--- config.mk ---
export PLATFORM = sky130hd
export DESIGN_NAME = piecewise_linear_adc_to_duty_top_flat
export DESIGN_NICKNAME = d
export VERILOG_FILES = /design/src/sv/pwl_pkg.sv /design/src/sv/pwl_if.sv /design/src/sv/pwl_div.sv /design/src/sv/piecewise_linear_adc_to_duty_top.sv /design/src/flat_wrapper.sv
export SDC_FILE = /design/constraint.sdc
export NUM_CORES = 1
export LEC_CHECK = 0
export BUFFER_PORTS_ARGS = -buffer_cell sky130_fd_sc_hd__buf_4
export CAP_MARGIN = 20
export CELL_PAD_IN_SITES_DETAIL_PLACEMENT = 1
export CELL_PAD_IN_SITES_GLOBAL_PLACEMENT = 2
export CORE_MARGIN = 2
export CORE_UTILIZATION = 30
export CTS_BUF_LIST = sky130_fd_sc_hd__clkbuf_16
export CTS_CLUSTER_DIAMETER = 80
export DETAILED_ROUTE_END_ITERATION = 6
export HOLD_SLACK_MARGIN = 0.12
export PLACE_DENSITY_LB_ADDON = 0.15
export RECOVER_POWER = 25
export SLEW_MARGIN = 20
export SYNTH_ARGS = -nofsm -noshare
export SYNTH_HDL_FRONTEND = slang
export SYNTH_SLANG_ARGS = --single-unit
export TNS_END_PERCENT = 100
--- constraint.sdc ---
create_clock -name i_clk -period 21.2 [get_ports i_clk]
set_input_delay 1.06 -clock i_clk [delete_from_list [all_inputs] [get_ports i_clk]]
set_output_delay 1.06 -clock i_clk [all_outputs]
set_load 0.05 [all_outputs]
--- src/sv/pwl_pkg.sv ---
package pwl_pkg;

    localparam int ADC_W  = 12;
    localparam int DUTY_W = 7;
    localparam int ROW_W  = 6;
    localparam int NUM_W  = ADC_W + DUTY_W;
    localparam int DEN_W  = ADC_W;

    localparam logic [DUTY_W-1:0] DUTY_MAX = DUTY_W'(100);

    typedef struct packed {
        logic [ADC_W-1:0]  x;
        logic [DUTY_W-1:0] y;
    } t_bp;

    typedef struct packed {
        logic             start;
        logic [NUM_W-1:0] dividend;
        logic [DEN_W-1:0] divisor;
    } t_div_req;

    typedef struct packed {
        logic             done;
        logic [NUM_W-1:0] quotient;
    } t_div_rsp;

    // breakpoint rom, rows past the given points read as zero
    function automatic t_bp bp_row(logic [ROW_W-1:0] idx);
        t_bp r;
        unique case (idx)
            ROW_W'(0):  r = '{x: ADC_W'(1023), y: DUTY_W'(0)};
            ROW_W'(1):  r = '{x: ADC_W'(1086), y: DUTY_W'(9)};
            ROW_W'(2):  r = '{x: ADC_W'(1506), y: DUTY_W'(18)};
            ROW_W'(3):  r = '{x: ADC_W'(1842), y: DUTY_W'(27)};
            ROW_W'(4):  r = '{x: ADC_W'(1989), y: DUTY_W'(36)};
            ROW_W'(5):  r = '{x: ADC_W'(2073), y: DUTY_W'(45)};
            ROW_W'(6):  r = '{x: ADC_W'(2115), y: DUTY_W'(55)};
            ROW_W'(7):  r = '{x: ADC_W'(2178), y: DUTY_W'(64)};
            ROW_W'(8):  r = '{x: ADC_W'(2241), y: DUTY_W'(73)};
            ROW_W'(9):  r = '{x: ADC_W'(2367), y: DUTY_W'(82)};
            ROW_W'(10): r = '{x: ADC_W'(2682), y: DUTY_W'(91)};
            ROW_W'(11): r = '{x: ADC_W'(3123), y: DUTY_W'(100)};
            default:    r = '{x: '0, y: '0};
        endcase
        return r;
    endfunction

endpackage

--- src/sv/pwl_if.sv ---
interface pwl_in_if;
    logic        valid;
    logic        ready;
    logic [11:0] adc_sample;

    modport source(output valid, output adc_sample, input ready);
    modport sink(input valid, input adc_sample, output ready);
endinterface

interface pwl_out_if;
    logic       valid;
    logic       ready;
    logic [6:0] duty_level;
    logic       clamped;

    modport source(output valid, output duty_level, output clamped, input ready);
    modport sink(input valid, input duty_level, input clamped, output ready);
endinterface

--- src/sv/pwl_div.sv ---
module pwl_div (
    input  logic              i_clk,
    input  logic              i_rst_n,
    input  pwl_pkg::t_div_req i_req,
    output pwl_pkg::t_div_rsp o_rsp
);
    import pwl_pkg::*;

    localparam int CNT_W = $clog2(NUM_W);

    logic             r_busy;
    logic             r_done;
    logic [CNT_W-1:0] r_cnt;
    logic [DEN_W-1:0] r_den;
    logic [DEN_W-1:0] r_rem;
    logic [NUM_W-1:0] r_quo;

    logic [DEN_W:0]   w_trial;
    logic             w_ge;
    logic [DEN_W-1:0] w_rem;

    // one restoring step per cycle, msb first
    assign w_trial = {r_rem, r_quo[NUM_W-1]};
    assign w_ge    = w_trial >= {1'b0, r_den};
    assign w_rem   = w_ge ? DEN_W'(w_trial - {1'b0, r_den}) : w_trial[DEN_W-1:0];

    always_ff @(posedge i_clk) begin
        if (!i_rst_n) begin
            r_busy <= 1'b0;
            r_done <= 1'b0;
            r_cnt  <= '0;
        end else begin
            r_done <= !i_req.start && r_busy && (r_cnt == CNT_W'(NUM_W - 1));
            if (i_req.start) begin
                r_busy <= 1'b1;
                r_cnt  <= '0;
                r_den  <= i_req.divisor;
                r_rem  <= '0;
                r_quo  <= i_req.dividend;
            end else if (r_busy) begin
                r_rem <= w_rem;
                r_quo <= {r_quo[NUM_W-2:0], w_ge};
                r_cnt <= r_cnt + 1'b1;
                if (r_cnt == CNT_W'(NUM_W - 1)) begin
                    r_busy <= 1'b0;
                end
            end
        end
    end

    assign o_rsp.done     = r_done;
    assign o_rsp.quotient = r_quo;

    a_done_after_busy: assert property (@(posedge i_clk) disable iff (!i_rst_n)
        r_done |-> $past(r_busy) && !r_busy)
        else $error("divider done without a running division");
    a_rem_below_den: assert property (@(posedge i_clk) disable iff (!i_rst_n)
        r_busy && r_den != '0 |-> r_rem < r_den)
        else $error("partial remainder not below divisor");
    a_no_start_busy: assert property (@(posedge i_clk) disable iff (!i_rst_n)
        r_busy |-> !i_req.start)
        else $error("divider restarted while busy");

endmodule

--- src/sv/piecewise_linear_adc_to_duty_top.sv ---
// Maps one 12-bit paddle sample per request to a duty level 0..100 through a
// rom of NUM_POINTS breakpoints. A sample at or below the first breakpoint gives
// 0, one above the last gives 100, both with clamped set; otherwise the segment is
// found by a serial scan and interpolated with one multiply and one restoring
// divider, its quotient truncated. The block takes one request at a time: a
// clamped sample goes from the range check straight to the output step, an
// interpolated one also scans k breakpoints (1 to NUM_POINTS-1) and runs the
// bit-serial divide. The result register lets the next request enter while a
// result still waits.
module piecewise_linear_adc_to_duty_top #(
    parameter int NUM_POINTS = 12
) (
    input  logic  i_clk,
    input  logic  i_rst_n,
    pwl_in_if.sink    i_req,
    pwl_out_if.source o_res
);
    import pwl_pkg::*;

    localparam int IW = (NUM_POINTS > 2) ? $clog2(NUM_POINTS) : 1;
    localparam logic [IW-1:0] LAST = IW'(NUM_POINTS - 1);

    typedef enum logic [2:0] {
        S_IDLE,
        S_CHECK,
        S_SEARCH,
        S_MUL,
        S_DIVGO,
        S_DIV,
        S_OUT
    } t_state;

    t_state            r_state;
    logic [ADC_W-1:0]  r_a;
    logic [IW-1:0]     r_idx;
    logic [ADC_W-1:0]  r_x1;
    logic [ADC_W-1:0]  r_x2;
    logic [DUTY_W-1:0] r_y1;
    logic [DUTY_W-1:0] r_y2;
    logic              r_fall;
    logic [NUM_W-1:0]  r_prod;
    logic [DEN_W-1:0]  r_dx;
    logic [DUTY_W-1:0] r_duty;
    logic              r_clamp;
    logic              r_out_valid;
    logic [DUTY_W-1:0] r_res_duty;
    logic              r_res_clamp;

    t_bp               w_first;
    t_bp               w_last;
    t_bp               w_cur;
    t_bp               w_prev;
    logic [ADC_W-1:0]  w_da;
    logic [DUTY_W-1:0] w_dy;
    t_div_req          w_div_req;
    t_div_rsp          w_div_rsp;
    logic              w_out_free;

    assign w_first = bp_row('0);
    assign w_last  = bp_row(ROW_W'(LAST));
    assign w_cur   = bp_row(ROW_W'(r_idx));
    assign w_prev  = bp_row(ROW_W'(r_idx - 1'b1));

    assign w_da = (r_a > r_x1) ? ADC_W'(r_a - r_x1) : '0;
    assign w_dy = r_fall ? DUTY_W'(r_y1 - r_y2) : DUTY_W'(r_y2 - r_y1);

    assign w_div_req.start    = (r_state == S_DIVGO);
    assign w_div_req.dividend = r_prod;
    assign w_div_req.divisor  = r_dx;

    pwl_div u_div (
        .i_clk  (i_clk),
        .i_rst_n(i_rst_n),
        .i_req  (w_div_req),
        .o_rsp  (w_div_rsp)
    );

    assign w_out_free  = !r_out_valid || o_res.ready;
    assign i_req.ready = (r_state == S_IDLE);

    always_ff @(posedge i_clk) begin
        if (!i_rst_n) begin
            r_state     <= S_IDLE;
            r_out_valid <= 1'b0;
        end else begin
            if (r_out_valid && o_res.ready && r_state != S_OUT) begin
                r_out_valid <= 1'b0;
            end
            unique case (r_state)
                S_IDLE: begin
                    if (i_req.valid) begin
                        r_a     <= i_req.adc_sample;
                        r_state <= S_CHECK;
                    end
                end
                S_CHECK: begin
                    priority if (r_a <= w_first.x) begin
                        r_duty  <= '0;
                        r_clamp <= 1'b1;
                        r_state <= S_OUT;
                    end else if (r_a > w_last.x) begin
                        r_duty  <= DUTY_MAX;
                        r_clamp <= 1'b1;
                        r_state <= S_OUT;
                    end else begin
                        r_idx   <= IW'(1);
                        r_state <= S_SEARCH;
                    end
                end
                S_SEARCH: begin
                    if (w_cur.x >= r_a || r_idx == LAST) begin
                        r_x1    <= w_prev.x;
                        r_y1    <= w_prev.y;
                        r_x2    <= w_cur.x;
                        r_y2    <= w_cur.y;
                        r_fall  <= w_cur.y < w_prev.y;
                        r_state <= S_MUL;
                    end else begin
                        r_idx <= r_idx + 1'b1;
                    end
                end
                S_MUL: begin
                    r_clamp <= 1'b0;
                    if (r_x2 <= r_x1) begin
                        r_duty  <= r_y2;
                        r_state <= S_OUT;
                    end else begin
                        r_prod  <= NUM_W'(w_da) * NUM_W'(w_dy);
                        r_dx    <= DEN_W'(r_x2 - r_x1);
                        r_state <= S_DIVGO;
                    end
                end
                S_DIVGO: begin
                    r_state <= S_DIV;
                end
                S_DIV: begin
                    if (w_div_rsp.done) begin
                        if (!r_fall) begin
                            r_duty <= DUTY_W'(r_y1 + w_div_rsp.quotient[DUTY_W-1:0]);
                        end else if (w_div_rsp.quotient >= NUM_W'(r_y1)) begin
                            r_duty <= '0;
                        end else begin
                            r_duty <= DUTY_W'(r_y1 - w_div_rsp.quotient[DUTY_W-1:0]);
                        end
                        r_state <= S_OUT;
                    end
                end
                S_OUT: begin
                    if (w_out_free) begin
                        r_res_duty  <= r_duty;
                        r_res_clamp <= r_clamp;
                        r_out_valid <= 1'b1;
                        r_state     <= S_IDLE;
                    end
                end
                default: begin
                    r_state <= S_IDLE;
                end
            endcase
        end
    end

    assign o_res.valid      = r_out_valid;
    assign o_res.duty_level = r_res_duty;
    assign o_res.clamped    = r_res_clamp;

    a_clamp_ends: assert property (@(posedge i_clk) disable iff (!i_rst_n)
        o_res.valid && o_res.clamped |->
            o_res.duty_level == '0 || o_res.duty_level == DUTY_MAX)
        else $error("clamped result not at an end of the range");
    a_duty_range: assert property (@(posedge i_clk) disable iff (!i_rst_n)
        o_res.valid |-> o_res.duty_level <= DUTY_MAX)
        else $error("duty level above full scale");
    a_search_inside: assert property (@(posedge i_clk) disable iff (!i_rst_n)
        r_state == S_SEARCH |-> r_a > w_first.x && r_a <= w_last.x)
        else $error("segment scan on a sample outside the table");
    a_div_done_state: assert property (@(posedge i_clk) disable iff (!i_rst_n)
        w_div_rsp.done |-> r_state == S_DIV)
        else $error("divider finished outside the divide step");

endmodule

--- src/flat_wrapper.sv ---
// flat-port wrapper written by rule: the top's interface ports become plain ports
module piecewise_linear_adc_to_duty_top_flat import pwl_pkg::*;
#(
    parameter int NUM_POINTS = 12
)
  (i_clk, i_rst_n, i_req_valid, i_req_adc_sample, i_req_ready, o_res_valid, o_res_duty_level, o_res_clamped, o_res_ready);
  pwl_in_if i_req_i ();
  pwl_out_if o_res_i ();
  input  logic i_clk;
  input  logic i_rst_n;
  input wire logic [$bits(i_req_i.valid)-1:0] i_req_valid;
  input wire logic [$bits(i_req_i.adc_sample)-1:0] i_req_adc_sample;
  output wire logic [$bits(i_req_i.ready)-1:0] i_req_ready;
  output wire logic [$bits(o_res_i.valid)-1:0] o_res_valid;
  output wire logic [$bits(o_res_i.duty_level)-1:0] o_res_duty_level;
  output wire logic [$bits(o_res_i.clamped)-1:0] o_res_clamped;
  input wire logic [$bits(o_res_i.ready)-1:0] o_res_ready;
  assign i_req_i.valid = i_req_valid;
  assign i_req_i.adc_sample = i_req_adc_sample;
  assign i_req_ready = i_req_i.ready;
  assign o_res_valid = o_res_i.valid;
  assign o_res_duty_level = o_res_i.duty_level;
  assign o_res_clamped = o_res_i.clamped;
  assign o_res_i.ready = o_res_ready;
  piecewise_linear_adc_to_duty_top #(.NUM_POINTS(NUM_POINTS)) u_core (.i_clk(i_clk), .i_rst_n(i_rst_n), .i_req(i_req_i), .o_res(o_res_i));
endmodule
* Word level (Yosys, flattened, before mapping)
Memories as Yosys holds them, arrays and structs flattened. A register that Yosys moved wholly into a read port is not among the register bits.
Index checks and enable logic that the tools add are counted.
** Cells by class
- Reductions and logical operators :: 25
- Bitwise gates (word level) :: 2
- Magnitude comparators :: 8
- Multiply operators :: 1
- Add/subtract/negate cells :: 10
- Multiplexer cells :: 36
- Equal/unequal tests :: 18
** Operator list (count)
- $mux W7 :: 8
- $mux W19 :: 2
- $mux W12 :: 3
- $sub A12 B12 Y12 :: 3
- $pmux W3 S7 :: 1
- $pmux W7 S3 :: 1
- $sub A7 B7 Y7 :: 3
- $ge A19 B7 Y1 :: 1
- $mul A12 B7 Y19 :: 1
- $mux W3 :: 6
- $mux W4 :: 4
- $reduce_and A3 Y1 :: 5
- $ge A13 B12 Y1 :: 1
- $ge A12 B12 Y1 :: 1
- $gt A12 B12 Y1 :: 1
- $gt A12 B12 Y1 const B :: 1
- $le A12 B10 Y1 const B :: 1
- $le A12 B12 Y1 :: 1
- $ne A2 B2 Y1 const B :: 5
- $reduce_and A5 Y1 :: 2
- $eq A3 B3 Y1 const B :: 3
- $mux W1 :: 8
- $pmux W4 S2 :: 1
- $add A7 B7 Y7 :: 1
- 24 further kinds :: 36
** Word-level totals
- Memory bits (read-only) :: 608
- Bits in registers :: 156
- Logic and storage cells :: 123
- Memories kept :: 2
- Output and inout port bits :: 10
- Input bits :: 16
** Memory list
- (name not given) :: depth 16, bits a word 19, read ports 1, clocked after memory_dff 0, wr ports 0, RTL line pwl_pkg.sv:30 : unique case (idx)
- (name not given) :: depth 16, bits a word 19, read ports 1, clocked after memory_dff 1, wr ports 0, RTL line pwl_pkg.sv:30

* Logic depth before layout (Yosys ltp)
Gate-level depths: netlist (run 1).
- Depth in word-level cells :: 5
- Depth in mapped cells :: 30
- Mapped depth without buffers :: 29

* Cells and area by module
A second synthesis (run 1) with hierarchy kept.
** Second synthesis, totals
- Cells, all modules :: 1258
- Area total of the unflattened synthesis :: 12759.7 µm²
** By module, submodules not included
- piecewise_linear_adc_to_duty_top :: cells each 1039, area each 10085.9 µm², seq. area each 3363.2 µm², instances 1
- pwl_div :: cells each 219, area each 2673.8 µm², seq. area each 1431.4 µm², instances 1

* Least setup slack after synthesis (run 1)
OpenSTA, ideal clock, no wires.
- Kind :: register to register
- Start :: reg u_core.r_a[0]
- End :: reg u_core.r_prod[17], data pin
- Arrival :: 6.563 ns
- Path buffers :: 1
- Data required time :: 20.942 ns
- Setup slack :: 14.380 ns
- Clock period less this slack :: 6.820 ns
- Cell stages (with the launch flop) :: 29
- Setup time :: 0.258 ns
- Cell sequence :: edfxtp_1 -> inv_1 -> ha_1 -> inv_1 -> fa_1 -> a21o_1 -> a21o_1 -> a221oi_2 -> a21oi_1 -> o41ai_2 -> nor2_1 -> buf_2 -> nand2_1 -> nor2_1 -> fa_1 -> fa_1 -> fa_1 -> inv_1 -> fa_1 -> inv_1 -> ha_1 -> and2_1 -> a31o_2 -> a31oi_1 -> a21oi_1 -> and4_1 -> a2111o_1 -> a21oi_1 -> xnor2_1
** Between the ends
- Cells in the longest elaborated chain, start to end :: 3
- Elaborated cells between the ends (all ways) :: 4
- Those cells by class :: add/sub: 1; mul: 1; order compare: 1; mux: 1
** Ends and longest elaborated chain
- start: declaration :: RTL line piecewise_linear_adc_to_duty_top.sv:34 : logic [ADC_W-1:0] r_a;
- start signal: assignment :: RTL line piecewise_linear_adc_to_duty_top.sv:92 : r_a <= i_req.adc_sample;
- $sub A12 B12 Y12 or $gt A12 B12 Y1 (tied branches) :: RTL line piecewise_linear_adc_to_duty_top.sv:64 : assign w_da = (r_a > r_x1) ? ADC_W'(r_a - r_x1) : '0;
- $mux W12 * :: RTL line piecewise_linear_adc_to_duty_top.sv:64
- $mul A12 B7 Y19 * :: RTL line piecewise_linear_adc_to_duty_top.sv:128 : r_prod <= NUM_W'(w_da) * NUM_W'(w_dy);
- end signal: assignment :: RTL line piecewise_linear_adc_to_duty_top.sv:128
- end: declaration :: RTL line piecewise_linear_adc_to_duty_top.sv:41 : logic [NUM_W-1:0] r_prod;
Every way passes the cells marked *; elsewhere a longest branch is shown, timed or not.
A chain may end at the register's enable or synchronous reset.

* Worst setup path after layout (run 1)
- Start :: reg u_core.r_y1[4]
- End :: reg u_core.r_prod[18], data pin
** Between the ends
- Cells in the longest elaborated chain, start to end :: 3
- Elaborated cells between the ends (all ways) :: 4
- Those cells by class :: add/sub: 2; mul: 1; mux: 1
** Ends and longest elaborated chain
- start: declaration :: RTL line piecewise_linear_adc_to_duty_top.sv:38 : logic [DUTY_W-1:0] r_y1;
- start signal: assignment :: RTL line piecewise_linear_adc_to_duty_top.sv:113 : r_y1 <= w_prev.y;
- $sub A7 B7 Y7 :: RTL line piecewise_linear_adc_to_duty_top.sv:65 : assign w_dy = r_fall ? DUTY_W'(r_y1 - r_y2) : DUTY_W'(r_y2 - r_y1);
- $mux W7 * :: RTL line piecewise_linear_adc_to_duty_top.sv:65
- $mul A12 B7 Y19 * :: RTL line piecewise_linear_adc_to_duty_top.sv:128
Marks and branches as above.

==> results of run 1 <==
-- placed cells by master, fill, tap and decap left out, drive strengths merged, types with 18 or more instances in the layout --
master and instances:
nor2 109, fa 56, nand2b 18, inv 159, ha 133, nor2b 18
clkbuf 30, nand3 20, xor2 21, nor3 23, mux2i 21, a21oi 66
a21o 23, o21ai 52, buf 22, xnor2 41, nand2 69, edfxtp 141
dfxtp 28
-- Yosys cell counts (all sizes together) (10+ instances only) --
cell	instances	area [um^2]
a211oi	17	145
a21o	23	173
a21oi	66	334
and3	10	62.6
clkbuf	29	109
dfxtp	28	561
edfxtp	141	4230
fa	56	1120
ha	133	1660
inv	152	571
mux2	16	180
mux2i	21	223
nand2	69	259
nand2b	18	113
nand3	20	100
nand4	12	75.1
nor2	109	417
nor2b	18	113
nor3	23	115
o21a	10	75.1
o21ai	52	260
o21bai	12	90.1
or2	15	93.8
or3	12	75.1
xnor2	41	359
xor2	21	184
-- state kept, by name, indices dropped and copies added (netlist names), 3 cells and up --
register                 flops
u_core.r_prod               19
u_core.r_y1                  5
u_core.u_div.r_quo          19
u_core.r_x1                 12
u_core.w_cur                17
u_core.r_duty                7
u_core.u_div.r_den          12
u_core.r_x2                 12
u_core.r_a                  12
u_core.r_idx                 4
u_core.u_div.r_cnt           5
u_core.r_dx                 12
u_core.u_div.r_rem          12
u_core.o_res.duty_level      7
u_core.r_state               3
u_core.r_y2                  5
-- metal layers --
| metal | vias up | GRT usage | wire (um) | share of wire |
|---|---|---|---|---|
| met5 | - | 0 | 0 | 0 |
| met2 | 57 | 0.268 | 15300 | 0.46 |
| met1 | 4164 | 0.235 | 17100 | 0.51 |
| met4 | 0 | 0.0418 | 420 | 0.013 |
| li1 | 4243 | - | - | - |
| met3 | 25 | 0.0246 | 616 | 0.018 |
-- kinds of logic (layout without fill, tap and decap cells) --
kind of cell,count (synthesis),after routing,synth area share
AOI/OAI and AO/OA,240,240,0.128
xor gates and xnor gates,62,62,0.0439
and+or+nand+nor,322,322,0.124
muxes,37,37,0.0326
DFF,169,169,0.388
buffers and inverters,188,219,0.0581
adders and majority gates,189,189,0.225
-- through the flow --
step                      setup WS, ps  utilization
after floorplan                  14380            -
after global placement           13690        0.323
after detailed placement         13450        0.323
after CTS                        13380        0.338
after global routing             12770        0.338
final                            13370        0.338
-- path summary, 6_finish.rpt --
| kind | start | to | slack (ps) | cells after the start |
|---|---|---|---|---|
| max | u_core.r_y1[4]$_DFFE_PP_ | u_core.r_prod[18]$_DFFE_PP_ | 13370 | 23 |
| min | u_core.r_dx[2]$_DFFE_PP_ | u_core.u_div.r_den[2]$_DFFE_PP_ | 420 | 0 |
| max reg2reg | u_core.r_y1[4]$_DFFE_PP_ | u_core.r_prod[18]$_DFFE_PP_ | 13370 | 23 |
| min reg2reg | u_core.r_dx[2]$_DFFE_PP_ | u_core.u_div.r_den[2]$_DFFE_PP_ | 420 | 0 |
-- cell type report --
class / instances / area (um^2) / share of cell area
Clock buffer: 17 / 425 / 0.0309
Clock inverter: 15 / 185 / 0.0135
Tap cell: 532 / 666 / 0.0484
Sequential cell: 169 / 4790 / 0.348
Multi-Input combinational cell: 850 / 6860 / 0.498
Inverter: 152 / 571 / 0.0414
Timing Repair Buffer: 35 / 264 / 0.0192
-- power by group through the flow --
| stage | Combinational [mW] | Sequential (mW) | Clock, mW |
|---|---|---|---|
| after floorplan | 0.253 | 0.412 | 0 |
| after global placement | 0.344 | 0.427 | 0 |
| after detailed placement | 0.343 | 0.427 | 0 |
| after CTS | 0.347 | 0.420 | 0.345 |
| after global routing | 0.393 | 0.423 | 0.356 |
| final | 0.340 | 0.420 | 0.333 |
-- critical path, stage by stage, from the launching register on --
cell and delay, ps:
edfxtp_1 630, inv_1 200, ha_1 240, a211oi_1 250, a21oi_1 90, a31oi_1 370
o21ai_0 130, a221oi_1 300, xor2_1 810, or2_2 270, fa_1 460, fa_1 560
inv_1 60, fa_1 500, fa_1 500, ha_1 360, o21ai_0 90, nor2_1 90
nor4_1 320, o31ai_1 210, o41ai_1 630, o2111ai_1 220, a21oi_1 210, xnor2_1 80
==> results.yml, run 1 <==
status:
  outcome: "complete, but fails checks"
  violations: "capacitance limit, slew limit"
die:
  dieHeight_um: 207
  ios: 26
  die-area_um2: 42800
  start_util: 0.303
  dieWidth_um: 207
  rows: 74
  coreArea_um2: 40700
synth:
  synth_ff_type: "edfxtp_1"
  avgSynthCellArea_um2: 10.2
  synthCells: 1207
  synth.distinct_cells: 68
  synthArstFlopShare: 0
  yosysSeqAreaShare: 0.388
  synth_edf_count: 141
  netlist_area_um2: 12400
  synth.ff_latch_count: 169
  synth_fp_nets: 1412
  synth_warnings: 0
global_routing:
  track_usage: 0.167
  grt_pass1_wl_um: 53200
  grt_pass1_vias: 9046
  grt_overflow_total: 0
  antenna_found_initial: 0
  grt_start_max_net_pins: 36
clocking:
  cts_root_buf: "clkbuf_16"
  cts_setup_buffers: 0
  clk_path_buf_depth: 2
  clock-sinks: 169
  cts_tree: "done"
  cts_hold_buf: 0
  clk_pin_slew_ps: 80
  numCtsBuffers: 17
  cts_resized: 0
  htreeDepth: 4
  clkLatencyLatePin_ps: 470
critical_path:
  start_kind: "flop"
  end_kind: "flop"
  required_ps: 21410
  crit_type: "reg -> reg"
  worstPathArrival_ps: 8040
  crit_path_max_fanout: 12
power_and_ir_drop:
  swShare: 0.353
  power_density_nw_per_um2: 79.3
  power.share.clock: 0.305
  finalPower_mw: 1.09
  intPower_mw: 0.707
  peakVddDrop_mv: 0.0528
  comb_power_share: 0.311
  leakage_nw: 5.90
  p_sw_mw: 0.385
  pwr-share-seq: 0.384
place:
  postPlaceCellArea_um2: 13100
  globalplace.congestion: 0.779
  io_buffer_count: 25
  dp_hpwl_um: 26500
  dp.cells: 1737
finish:
  nFillCells: 4613
  drive_gt1_frac: 0.0856
  fin_nets: 1430
  syn_to_final_growth_pct: 11.4
  diodes: 0
  design_area_um2: 13800
  fin_cells: 1770
route:
  drc: 0
  wl_per_cell_um: 18.9
  ant_nets: 0
  first_pass_iters: 4
  vias: 8489
  first_iter_violations: 338
  via_per_inst: 4.80
  wl_um: 33400
timing:
  setup_viol: 0
  hold_slack_ps: 423
  fin_crit_sh: 0.369
  fin_skew_ps: 15.3
  fmax_mhz: 128
  tightest_slew_ps: 2090
  period_minus_slack_ps: 7830
  setup_tns_ps: 0
  rsz0062_at_grt: "no"
  slew_viol_final: 69
  worst_slew_margin_rel: -0.391
  timing.final.hold_violations: 0
min_path:
  hold_path.class: "reg -> reg"
flow_run:
  drv_cap: 2
Power figures use the tool's default switching activity.
==> run 2, diff against run 1 <==
clock period = 6.95 ns   (was 21.2 ns; I/O delays follow)
==> results.yml, run 2 (same netlist as run 1, synthesis figures left out) <==
status:
  outcome: "finished clean"
finish:
  fin_nets: 1532
  fin_util: 0.364
  drive_gt1_frac: 0.177
  nFillCells: 4569
  syn_to_final_growth_pct: 20.0
  diodes: 0
  layout.cells.most_common: "inv_1"
  final_cell_mix: "146 x inv_1, 141 x edfxtp_1, 124 x ha_1, 103 x nor2_1, 94 x buf_4"
  ff_latch_area_um2: 4790
  multi_input_area_um2: 7160
route:
  ant_nets: 0
  first_pass_iters: 4
  via_per_inst: 4.73
  first_iter_violations: 316
  vias: 8862
  wl_per_cell_um: 18.1
  drc: 0
  wl_um: 33800
timing:
  tightest_slew_ps: 846
  fmax_mhz: 150
  fin_skew_ps: 16.6
  fin_crit_sh: 0.960
  timing.final.hold_violations: 0
  setup_viol: 0
  worst_slew_margin_rel: 0.436
  period_minus_slack_ps: 6670
  slew_viol_final: 0
die:
  dieWidth_um: 207
  dieHeight_um: 207
  start_util: 0.303
  ios: 26
  coreArea_um2: 40700
  rows: 74
  die-area_um2: 42800
global_routing:
  grt_pass1_wl_um: 53800
  use_met3: 0.0290
  grt_start_max_net_pins: 36
  grt_overflow_total: 0
  antenna_found_initial: 0
  grt_pass1_vias: 9493
  grt.met1_usage: 0.230
  track_usage: 0.168
  met2_usage: 0.272
  grt.busiest_layer: "met2"
power_and_ir_drop:
  power_density_nw_per_um2: 236
  leakage_nw: 6.40
  peakVddDrop_mv: 0.172
  finalPower_mw: 3.50
clocking:
  clock-sinks: 169
  htreeDepth: 4
  cts_root_buf: "clkbuf_16"
  clk_pin_slew_ps: 80
  cts_tree: "done"
  clk_path_buf_depth: 2
  numCtsBuffers: 17
  clkLatencyLatePin_ps: 490
critical_path:
  crit_path_max_fanout: 6
  crit_top_cell: "fa_1"
  crit_type: "reg -> reg"
  worstPathArrival_ps: 6900
  end_kind: "flop"
  critPathMaxStageDelay_ps: 520
  start_kind: "flop"
  cp_slowest_cell: "fa_1"
  required_ps: 7170
place:
  dp_hpwl_um: 27000
  io_buffer_count: 25
  globalplace.congestion: 0.795
min_path:
  hold_path.class: "in -> reg"
flow_run:
  drv_cap: 0
## run 2: path summary, 6_finish.rpt
path	depth (start not counted)	endpoint	start	slack, ps
worst max-delay path	30	u_core.r_prod[17]$_DFFE_PP_	u_core.r_a[0]$_DFFE_PP_	280
worst min-delay path	2	u_core.r_state[0]$_SDFFE_PN0P_	i_rst_n	190
worst max register to register	30	u_core.r_prod[17]$_DFFE_PP_	u_core.r_a[0]$_DFFE_PP_	280
worst min register to register	0	u_core.o_res.duty_level[2]$_DFFE_PP_	u_core.r_duty[2]$_DFFE_PP_	420
## run 2: metal layers
metal	up-vias	wire, um
li1	4440	-
met1	4342	17000
met2	49	15700
met3	31	613
met4	0	476
met5	-	0
## run 2: report_power, final
| part | internal [mW] | switching [mW] |
|---|---|---|
| Combinational | 0.546 | 0.700 |
| Sequential | 1.21 | 0.0624 |
| Clock | 0.483 | 0.497 |
## run 2: through the flow
stage	TNS [ps]	setup slack [ps]	std cells	area (um^2)	hold WS (ps)
floorplan	0	130	1207	12400	400
global placement	0	46.6	1811	13700	400
detailed placement	-201	-146	1811	13700	405
CTS	0	3.36	1859	14500	148
global route	-55.4	-49.8	1872	14800	178
finish	0	276	1872	14800	189
## run 2: worst max-delay path: cells and delay by family, from the launching register on
family,cells,cell delay [ps]
fa+ha+maj,7,2720
compound gates,10,1940
buf+inv,7,700
simple gates,5,560
flops,1,420
xor+xnor,1,80
## run 2: timing repair
| action | 4_1_cts | 5_1_grt |
|---|---|---|
| pin swaps | 5 | 53 |
| endpoints found under the hold margin | 12 | 0 |
| setup buffers | 4 | 12 |
| gates cloned | 0 | 1 |
| gates resized for setup | 11 | 61 |
| endpoints found under the setup margin | 3 | 5 |
| hold buffers | 12 | 0 |
## run 2: layout make-up
class                      instances  area share
clock buffer                      17      0.0287
clock inverter                    15      0.0118
inverter                         152      0.0385
multi-input combinational        851       0.482
sequential                       169       0.323
tap                              532      0.0449
timing repair buffer             136      0.0707
